===== config.mk =====
export PLATFORM = sky130hd
export DESIGN_NAME = lns_neuron_dot_product_activation
export DESIGN_NICKNAME = d
export VERILOG_FILES = /design/src/hdl/lndp_pkg.sv /design/src/hdl/lndp_front.sv /design/src/hdl/lndp_fifo.sv /design/src/hdl/lndp_back.sv /design/src/hdl/lns_neuron_dot_product_activation.sv
export SDC_FILE = /design/constraint.sdc
export NUM_CORES = 1
export LEC_CHECK = 0
export ABC_CLOCK_PERIOD_IN_PS = 20000
export BUFFER_PORTS_ARGS = -buffer_cell sky130_fd_sc_hd__buf_2
export CORE_MARGIN = 3
export CORE_UTILIZATION = 40
export CTS_CLUSTER_DIAMETER = 100
export DETAILED_ROUTE_END_ITERATION = 16
export MAX_ROUTING_LAYER = met4
export PLACE_DENSITY = 0.52
export SETUP_SLACK_MARGIN = 0.4
export SYNTH_ARGS = -nofsm -noshare
export SYNTH_HDL_FRONTEND = slang
export SYNTH_SLANG_ARGS = --single-unit
export TNS_END_PERCENT = 10

===== constraint.sdc =====
create_clock -name clk_i -period 20 [get_ports clk_i]
set_input_delay 1 -clock clk_i [delete_from_list [all_inputs] [get_ports clk_i]]
set_output_delay 1 -clock clk_i [all_outputs]
set_load 0.01 [all_outputs]

===== src/hdl/lndp_pkg.sv =====
// Package for the log-domain neuron MAC: sizes, queue item type and the
// exp2 / log2-threshold ROMs, built at elaboration from a Q2.62 root table.
// No dependencies.
package lndp_pkg;

  localparam int LOG_BITS = 8;
  localparam int LOG_FRAC = 4;
  localparam int SUM_FRAC = 8;

  localparam int FIELD_W   = 8;
  localparam int BIAS_W    = 24;
  localparam int ACC_W     = 32;
  localparam int LIN_W     = 31;
  localparam int S_TDATA_W = 48;
  localparam int M_TDATA_W = 32;

  localparam int LOG_USE   = (LOG_BITS < FIELD_W) ? LOG_BITS : FIELD_W;
  localparam int LWX_W     = LOG_USE + 1;
  localparam int SUMW      = SUM_FRAC + 2;
  localparam int AW        = SUM_FRAC + 1;
  localparam int EXP_DEPTH = (SUM_FRAC + 2) << LOG_FRAC;
  localparam int EXP_AW    = $clog2(EXP_DEPTH);
  localparam int THR_DEPTH = 1 << LOG_BITS;
  localparam logic [LOG_BITS-1:0] LOG_MASK = {LOG_BITS{1'b1}};
  localparam logic [AW-1:0] CAP = AW'(1) << SUM_FRAC;

  localparam int FIFO_DEPTH = 4;
  localparam int FIFO_AW    = $clog2(FIFO_DEPTH);

  localparam int ROOT_COUNT = 14;
  localparam logic [63:0] ONE_Q62 = 64'd1 << 62;

  typedef struct packed {
    logic [SUMW-1:0]   summand;
    logic              neg;
    logic [BIAS_W-1:0] bias;
    logic              first;
    logic              last;
  } item_t;

  typedef struct packed {
    logic              mode;
    logic              clip;
    logic [LIN_W-1:0]  lin;
    logic [AW-1:0]     a;
    logic [LOG_BITS-1:0] lo;
    logic [LOG_BITS-1:0] hi;
  } srch_t;

  typedef logic [63:0]     root_tab_t [ROOT_COUNT];
  typedef logic [SUMW-1:0] exp_rom_t [EXP_DEPTH];
  typedef logic [AW-1:0]   thr_rom_t [THR_DEPTH];

  function automatic logic [63:0] mul_q62(input logic [63:0] a, input logic [63:0] b);
    logic [127:0] p;
    p = {64'd0, a} * {64'd0, b};
    return p[125:62];
  endfunction

  function automatic logic [63:0] sqrt_q62(input logic [63:0] x);
    logic [63:0] y;
    logic [63:0] t;
    y = '0;
    for (int b = 62; b >= 0; b--) begin
      t = y | (64'd1 << b);
      if (mul_q62(t, t) <= x) y = t;
    end
    return y;
  endfunction

  function automatic root_tab_t make_roots();
    root_tab_t r;
    r[0] = ONE_Q62 >> 1;
    for (int k = 1; k < ROOT_COUNT; k++) r[k] = sqrt_q62(r[k-1]);
    return r;
  endfunction

  localparam root_tab_t ROOT_TAB = make_roots();

  // 2^(SUM_FRAC - num/2^n) as an integer, rounded half up or floored
  function automatic logic [63:0] scaled_pow(input logic [63:0] num, input int n,
                                             input logic rounding);
    logic [63:0] q;
    logic [63:0] r;
    logic [63:0] m;
    int          sh;
    q = num >> n;
    r = num & ((64'd1 << n) - 64'd1);
    if (q >= 64'(SUM_FRAC + 2)) return 64'd0;
    m = ONE_Q62;
    for (int j = 0; j < n; j++) begin
      if (r[j]) m = mul_q62(m, ROOT_TAB[n - j]);
    end
    sh = 62 - SUM_FRAC + int'(q);
    if (rounding) m = m + (64'd1 << (sh - 1));
    return m >> sh;
  endfunction

  function automatic exp_rom_t make_exp_rom();
    exp_rom_t    rom;
    logic [63:0] v;
    for (int i = 0; i < EXP_DEPTH; i++) begin
      v = scaled_pow(64'(i), LOG_FRAC, 1'b1);
      rom[i] = v[SUMW-1:0];
    end
    return rom;
  endfunction

  function automatic thr_rom_t make_thr_rom();
    thr_rom_t    rom;
    logic [63:0] v;
    for (int i = 0; i < THR_DEPTH; i++) begin
      v = scaled_pow(64'(2 * i + 1), LOG_FRAC + 1, 1'b0);
      rom[i] = v[AW-1:0];
    end
    return rom;
  endfunction

  localparam exp_rom_t EXP_ROM = make_exp_rom();
  localparam thr_rom_t THR_ROM = make_thr_rom();

endpackage


===== src/hdl/lndp_front.sv =====
// Front end: takes input transactions, adds the two log codes and looks up
// the linear product in the exp2 ROM. Depends on lndp_pkg.
module lndp_front (
  input  logic [lndp_pkg::S_TDATA_W-1:0] s_axis_tdata, // act_log, weight_log, weight_negative, bias
  input  logic                           s_axis_tuser, // first_element
  input  logic                           s_axis_tlast,
  input  logic                           s_axis_tvalid,
  output logic                           s_axis_tready,
  input  logic                           full_i,
  output logic                           push_o,
  output lndp_pkg::item_t                item_o
);
  import lndp_pkg::*;

  logic [FIELD_W-1:0] act_log;
  logic [FIELD_W-1:0] weight_log;
  logic [LWX_W-1:0]   lwx;
  logic [EXP_AW-1:0]  rom_idx;

  assign act_log    = s_axis_tdata[FIELD_W-1:0];
  assign weight_log = s_axis_tdata[2*FIELD_W-1:FIELD_W];
  assign lwx        = LWX_W'(act_log[LOG_USE-1:0]) + LWX_W'(weight_log[LOG_USE-1:0]);
  assign rom_idx    = EXP_AW'(lwx);

  assign s_axis_tready = !full_i;
  assign push_o        = s_axis_tvalid && !full_i;

  always_comb begin
    // products smaller than the lowest fraction bit round to zero
    item_o.summand = (32'(lwx) < 32'(EXP_DEPTH)) ? EXP_ROM[rom_idx] : '0;
    item_o.neg     = s_axis_tdata[2*FIELD_W];
    item_o.bias    = s_axis_tdata[2*FIELD_W+BIAS_W:2*FIELD_W+1];
    item_o.first   = s_axis_tuser;
    item_o.last    = s_axis_tlast;
  end

endmodule


===== src/hdl/lndp_fifo.sv =====
// Short queue of classified items between the front end and the back end.
// Depends on lndp_pkg.
module lndp_fifo (
  input  logic            clk_i,
  input  logic            rst_ni,
  input  logic            push_i,
  input  lndp_pkg::item_t item_i,
  output logic            full_o,
  input  logic            pop_i,
  output logic            empty_o,
  output lndp_pkg::item_t item_o
);
  import lndp_pkg::*;

  item_t              mem_q [FIFO_DEPTH];
  logic [FIFO_AW-1:0] wr_ptr_q, wr_ptr_d;
  logic [FIFO_AW-1:0] rd_ptr_q, rd_ptr_d;
  logic [FIFO_AW:0]   count_q, count_d;

  assign full_o  = (count_q == (FIFO_AW+1)'(FIFO_DEPTH));
  assign empty_o = (count_q == '0);
  assign item_o  = mem_q[rd_ptr_q];

  always_comb begin
    wr_ptr_d = push_i ? wr_ptr_q + FIFO_AW'(1) : wr_ptr_q;
    rd_ptr_d = pop_i  ? rd_ptr_q + FIFO_AW'(1) : rd_ptr_q;
    count_d  = count_q + (FIFO_AW+1)'(push_i) - (FIFO_AW+1)'(pop_i);
  end

  always_ff @(posedge clk_i) begin
    if (push_i) begin
      mem_q[wr_ptr_q] <= item_i;
    end
  end

  always_ff @(posedge clk_i or negedge rst_ni) begin
    if (!rst_ni) begin
      wr_ptr_q <= '0;
      rd_ptr_q <= '0;
      count_q  <= '0;
    end else begin
      wr_ptr_q <= wr_ptr_d;
      rd_ptr_q <= rd_ptr_d;
      count_q  <= count_d;
    end
  end

endmodule


===== src/hdl/lndp_back.sv =====
// Back end: saturating accumulator, pipelined binary search over the log2
// threshold ROM, and the output register. Depends on lndp_pkg.
module lndp_back (
  input  logic                           clk_i,
  input  logic                           rst_ni,
  input  logic                           mode_i,
  input  logic                           empty_i,
  input  lndp_pkg::item_t                item_i,
  output logic                           pop_o,
  output logic [lndp_pkg::M_TDATA_W-1:0] m_axis_tdata, // activation
  output logic                           m_axis_tuser, // clipped_low
  output logic                           m_axis_tvalid,
  input  logic                           m_axis_tready
);
  import lndp_pkg::*;

  logic                    adv;
  logic [ACC_W-1:0]        acc_q, acc_d;
  logic [ACC_W-1:0]        base;
  logic [ACC_W:0]          sum;
  logic                    clip;
  logic                    big;

  logic [LOG_BITS:0]       vld_q, vld_d;
  srch_t                   st_q [LOG_BITS+1];
  srch_t                   st_d [LOG_BITS+1];
  logic [LOG_BITS-1:0]     mid  [LOG_BITS];

  logic                    out_valid_q, out_valid_d;
  logic [LIN_W-1:0]        out_act_q, out_act_d;
  logic                    out_clip_q, out_clip_d;

  // hold the whole back end while a result waits
  assign adv   = !out_valid_q || m_axis_tready;
  assign pop_o = adv && !empty_i;

  always_comb begin
    base = item_i.first ? ACC_W'($signed(item_i.bias)) : acc_q;
    if (item_i.neg) begin
      sum = {base[ACC_W-1], base} - (ACC_W+1)'(item_i.summand);
    end else begin
      sum = {base[ACC_W-1], base} + (ACC_W+1)'(item_i.summand);
    end
    if (sum[ACC_W] != sum[ACC_W-1]) begin
      acc_d = sum[ACC_W] ? {1'b1, {(ACC_W-1){1'b0}}} : {1'b0, {(ACC_W-1){1'b1}}};
    end else begin
      acc_d = sum[ACC_W-1:0];
    end
    clip = acc_d[ACC_W-1] || (acc_d == '0);
    big  = acc_d > ACC_W'(CAP);

    st_d[0].mode = mode_i;
    st_d[0].clip = clip;
    st_d[0].lin  = acc_d[LIN_W-1:0];
    st_d[0].a    = big ? CAP : acc_d[AW-1:0];
    st_d[0].lo   = '0;
    st_d[0].hi   = LOG_MASK;
    vld_d[0]     = pop_o && item_i.last;

    // one bisection step per stage
    for (int k = 0; k < LOG_BITS; k++) begin
      mid[k]     = st_q[k].lo + ((st_q[k].hi - st_q[k].lo) >> 1);
      st_d[k+1]  = st_q[k];
      vld_d[k+1] = vld_q[k];
      if (st_q[k].lo < st_q[k].hi) begin
        if (THR_ROM[mid[k]] >= st_q[k].a) begin
          st_d[k+1].lo = mid[k] + LOG_BITS'(1);
        end else begin
          st_d[k+1].hi = mid[k];
        end
      end
    end

    out_valid_d = vld_q[LOG_BITS];
    out_clip_d  = st_q[LOG_BITS].clip;
    if (st_q[LOG_BITS].mode) begin
      out_act_d = st_q[LOG_BITS].clip ? '0 : st_q[LOG_BITS].lin;
    end else begin
      out_act_d = st_q[LOG_BITS].clip ? LIN_W'(LOG_MASK) : LIN_W'(st_q[LOG_BITS].lo);
    end
  end

  always_ff @(posedge clk_i or negedge rst_ni) begin
    if (!rst_ni) begin
      acc_q       <= '0;
      vld_q       <= '0;
      out_valid_q <= 1'b0;
    end else if (adv) begin
      if (pop_o) begin
        acc_q <= acc_d;
      end
      vld_q       <= vld_d;
      out_valid_q <= out_valid_d;
    end
  end

  always_ff @(posedge clk_i) begin
    if (adv) begin
      for (int k = 0; k <= LOG_BITS; k++) begin
        st_q[k] <= st_d[k];
      end
      out_act_q  <= out_act_d;
      out_clip_q <= out_clip_d;
    end
  end

  assign m_axis_tvalid = out_valid_q;
  assign m_axis_tdata  = M_TDATA_W'(out_act_q);
  assign m_axis_tuser  = out_clip_q;

endmodule


===== src/hdl/lns_neuron_dot_product_activation.sv =====
// Log-domain neuron MAC with clipped-ReLU or linear activation: top level.
// Depends on lndp_pkg, lndp_front, lndp_fifo and lndp_back.
//
//  Channel  Direction  Handshake                      Payload
//  s_axis   in         s_axis_tvalid / s_axis_tready  tdata, tuser, tlast
//  m_axis   out        m_axis_tvalid / m_axis_tready  tdata, tuser
//  cfg      in         cfg_valid_i / cfg_ready_o      cfg_data_i (last_layer_mode)
//
// One input transaction per cycle while the queue has room; the accumulator add
// and saturate is the loop that sets that rate. A result passes from the queue
// through the accumulate step, one bisection stage per log code bit and the
// output register.
// Reset clears the accumulator, the mode register and the queue.
// A stalled m_axis freezes the back end; the queue then fills and drops s_axis_tready.
module lns_neuron_dot_product_activation (
  input  logic                           clk_i,
  input  logic                           rst_ni,
  // act_log [7:0], weight_log [15:8], weight_negative [16], bias [40:17]
  input  logic [lndp_pkg::S_TDATA_W-1:0] s_axis_tdata,
  input  logic                           s_axis_tuser,  // first_element
  input  logic                           s_axis_tlast,  // last_element
  input  logic                           s_axis_tvalid,
  output logic                           s_axis_tready,
  output logic [lndp_pkg::M_TDATA_W-1:0] m_axis_tdata,  // activation [30:0]
  output logic                           m_axis_tuser,  // clipped_low
  output logic                           m_axis_tvalid,
  input  logic                           m_axis_tready,
  input  logic                           cfg_valid_i,
  output logic                           cfg_ready_o,
  input  logic                           cfg_data_i
);
  import lndp_pkg::*;

  logic  mode_q, mode_d;
  logic  push;
  logic  full;
  logic  pop;
  logic  empty;
  item_t front_item;
  item_t queue_item;

  assign cfg_ready_o = 1'b1;
  assign mode_d      = (cfg_valid_i && cfg_ready_o) ? cfg_data_i : mode_q;

  always_ff @(posedge clk_i or negedge rst_ni) begin
    if (!rst_ni) begin
      mode_q <= 1'b0;
    end else begin
      mode_q <= mode_d;
    end
  end

  lndp_front u_front (
    .s_axis_tdata  (s_axis_tdata),
    .s_axis_tuser  (s_axis_tuser),
    .s_axis_tlast  (s_axis_tlast),
    .s_axis_tvalid (s_axis_tvalid),
    .s_axis_tready (s_axis_tready),
    .full_i        (full),
    .push_o        (push),
    .item_o        (front_item)
  );

  lndp_fifo u_fifo (
    .clk_i   (clk_i),
    .rst_ni  (rst_ni),
    .push_i  (push),
    .item_i  (front_item),
    .full_o  (full),
    .pop_i   (pop),
    .empty_o (empty),
    .item_o  (queue_item)
  );

  lndp_back u_back (
    .clk_i         (clk_i),
    .rst_ni        (rst_ni),
    .mode_i        (mode_q),
    .empty_i       (empty),
    .item_i        (queue_item),
    .pop_o         (pop),
    .m_axis_tdata  (m_axis_tdata),
    .m_axis_tuser  (m_axis_tuser),
    .m_axis_tvalid (m_axis_tvalid),
    .m_axis_tready (m_axis_tready)
  );

endmodule


==> reports/metrics.yaml <==
synthDistinctLibCells: 80
hold_depth: 0
reg2reg_slack_ps: 12880
via_per_inst: 5.09
cts_made_buffers: 73
detail_route.iter0.violations: 1033
first_pass_iters: 5
setup_ws_ps: 12880
r2r_cells: 16
synth-async-reset-ratio_pct: 7.59
instances_no_fill: 3506
antenna_found_initial: 1
path_class: "register to register"
tns_ps: 0
ant_nets: 0
ios: 92
synth_top_area_share_pct: 58.8
grt_first_pass_wirelength_mm: 98.9
max_slew_margin_pct: 22.6
clock_skew_ps: 40.5
routabilityCongestion: 0.888
syn_inst: 2307
fmax_mhz: 140
routed_wl_mm: 61.1
critPathLaunchType: "register"
htreeDepth: 3
post-place-ws_ps: 12750
synth_top_area_cell: "edfxtp_1"
place_inst: 3371
min_path_type: "register to register"
yosys_warnings: 0
rows: 101
clk_pin_slew_worst_paths_ps: 60
post_cts_resized: 0
finalSetupViolCount: 0
drc: 0
insertion_delay_ps: 630
worst-path-max-fanout: 24
cts_buffer_depth: 3
avgSynthCellArea_um2: 13.5
hpwlAfterDp_mm: 41.8
fillers: 6841
portBuffers: 82
cts_setup_buffers: 0
worst_pin_slew_ps: 1150
period_needed_ps: 7120
cts_root_buffer: "clkbuf_16"
fp.dieH_um: 285
fin_nets: 2670
synthToLayoutAreaGrowth_pct: 13.4
routedWlPerCell_um: 17.4
synth_edf_count: 609
overflow: 0
grt_usage_pct: 15.6
cts_tree: "built"
rsz0062_at_grt: "no"
via_count: 17800
first_global_vias: 18200
required_ps: 20400
ys_ff_latch: 659
finalCritPeriodShare_pct: 35.6
yosysMostFrequentCell: "edfxtp_1"
postCtsHoldBufs: 0
critPathArrivalTime_ps: 7530
synth-main-ff-cell: "edfxtp_1"
hold_viol: 0
grt_max_degree: 80
end_kind: "register"
start_util_pct: 40.6
slew_viol_final: 0
outcome: "completed"
drive_gt1_share_pct: 13.4
max_cap_violations: 0
clock-sinks: 659
die_area_um2: 81100
seq_area_frac_synth_pct: 62.9
synth_area_um2: 31100
synth_area_leaders: "edfxtp_1 59%, ha_1 7.6%, dfrtp_1 4.0%"
core_area_um2: 76500
synth.cells.most_frequent: "609 x edfxtp_1, 208 x nand2_1, 189 x ha_1"
syn_nets: 2560
die_width_um: 285
-- worst max-delay path: stages, from the launching register on --
cell       delay [ps]
dfrtp_2           710
buf_4             540
mux4_2            640
or3_1             400
nor2_1            110
nor2_1            120
nor2_1            580
ha_1              440
a21oi_1           410
o211ai_1          150
nor2_1            340
a2111oi_4         210
or2_2             310
o311ai_0          860
and4_1            430
nand4_4           230
o41ai_2           390
-- metal layers --
layer	vias up	track usage [%]	routed length, um
li1	8798	-	-
met1	8613	21.2	29000
met2	331	24.5	28400
met3	100	2.48	2270
met4	0	4.17	1400
met5	-	-	0
-- final cells by class --
| class | count | area, um2 | area share (%) |
|---|---|---|---|
| sequential | 659 | 19500 | 55.5 |
| inverter | 159 | 597 | 1.69 |
| timing repair buffer | 108 | 606 | 1.72 |
| antenna | 1 | 2.50 | 0.00710 |
| tap | 1030 | 1290 | 3.66 |
| clock inverter | 49 | 624 | 1.77 |
| clock buffer | 84 | 1900 | 5.39 |
| multi-input combinational | 1416 | 10700 | 30.3 |
-- path summary, 6_finish.rpt --
path,startpoint,end
max,u_fifo.rd_ptr_q[0],u_back.st_q[0][56]
min,u_back.st_q[0][270],u_back.st_q[0][328]
max reg2reg,u_fifo.rd_ptr_q[0],u_back.st_q[0][56]
min reg2reg,u_back.st_q[0][270],u_back.st_q[0][328]
max in group asynchronous,rst_ni,u_fifo.rd_ptr_q[0]
min in group asynchronous,rst_ni,u_back.acc_q[22]
-- flip-flops by register name, indices dropped and copies added (netlist names) --
name                  cells
u_fifo.count_q            3
u_back.m_axis_tvalid      1
u_back.st_q             433
u_fifo.wr_ptr_q           2
u_back.vld_q              9
mode_q                    1
u_fifo.mem_q            144
u_back.acc_q             32
u_back.m_axis_tuser       1
u_fifo.rd_ptr_q           2
u_back.out_act_q         31
-- kinds of logic (layout without fill, tap and decap cells) --
family                     count (synthesis)  count (layout)  synth area share [%]
DFF                                      659             659                  62.9
other                                      2               3                0.0242
adders and majority gates                211             211                  8.58
AOI/OAI and AO/OA                        444             444                  9.14
muxes                                    119             119                  5.50
xor gates and xnor gates                 102             102                  2.98
and+or+nand+nor                          538             538                  8.05
buffers and inverters                    232             400                  2.86
-- cells in the final DEF, fill, tap and decap left out, types with 37 or more instances in the layout --
master     count
a21o_1        42
a21oi_1      125
buf_2         82
clkbuf_16     74
dfrtp_1       49
edfxtp_1     609
ha_1         189
inv_1        157
mux2_2        41
mux2i_1       40
mux4_2        37
nand2_1      208
nor2_1       130
nor3_1        40
o21ai_0      107
xnor2_1       70
-- through the flow --
| stage | hold WS [ps] | util (%) | instance area, um2 |
|---|---|---|---|
| final | 408 | 46.1 | 35200 |
| after global routing | 406 | 46.1 | 35200 |
| after CTS | 402 | 46.1 | 35200 |
| after detailed placement | 405 | 42.8 | 32700 |
| after global placement | 400 | 42.8 | 32700 |
| after floorplan | 400 | - | 31100 |
Power is not shown: default switching activity piles up to over one toggle a cycle in this logic, so the estimate is an artifact.
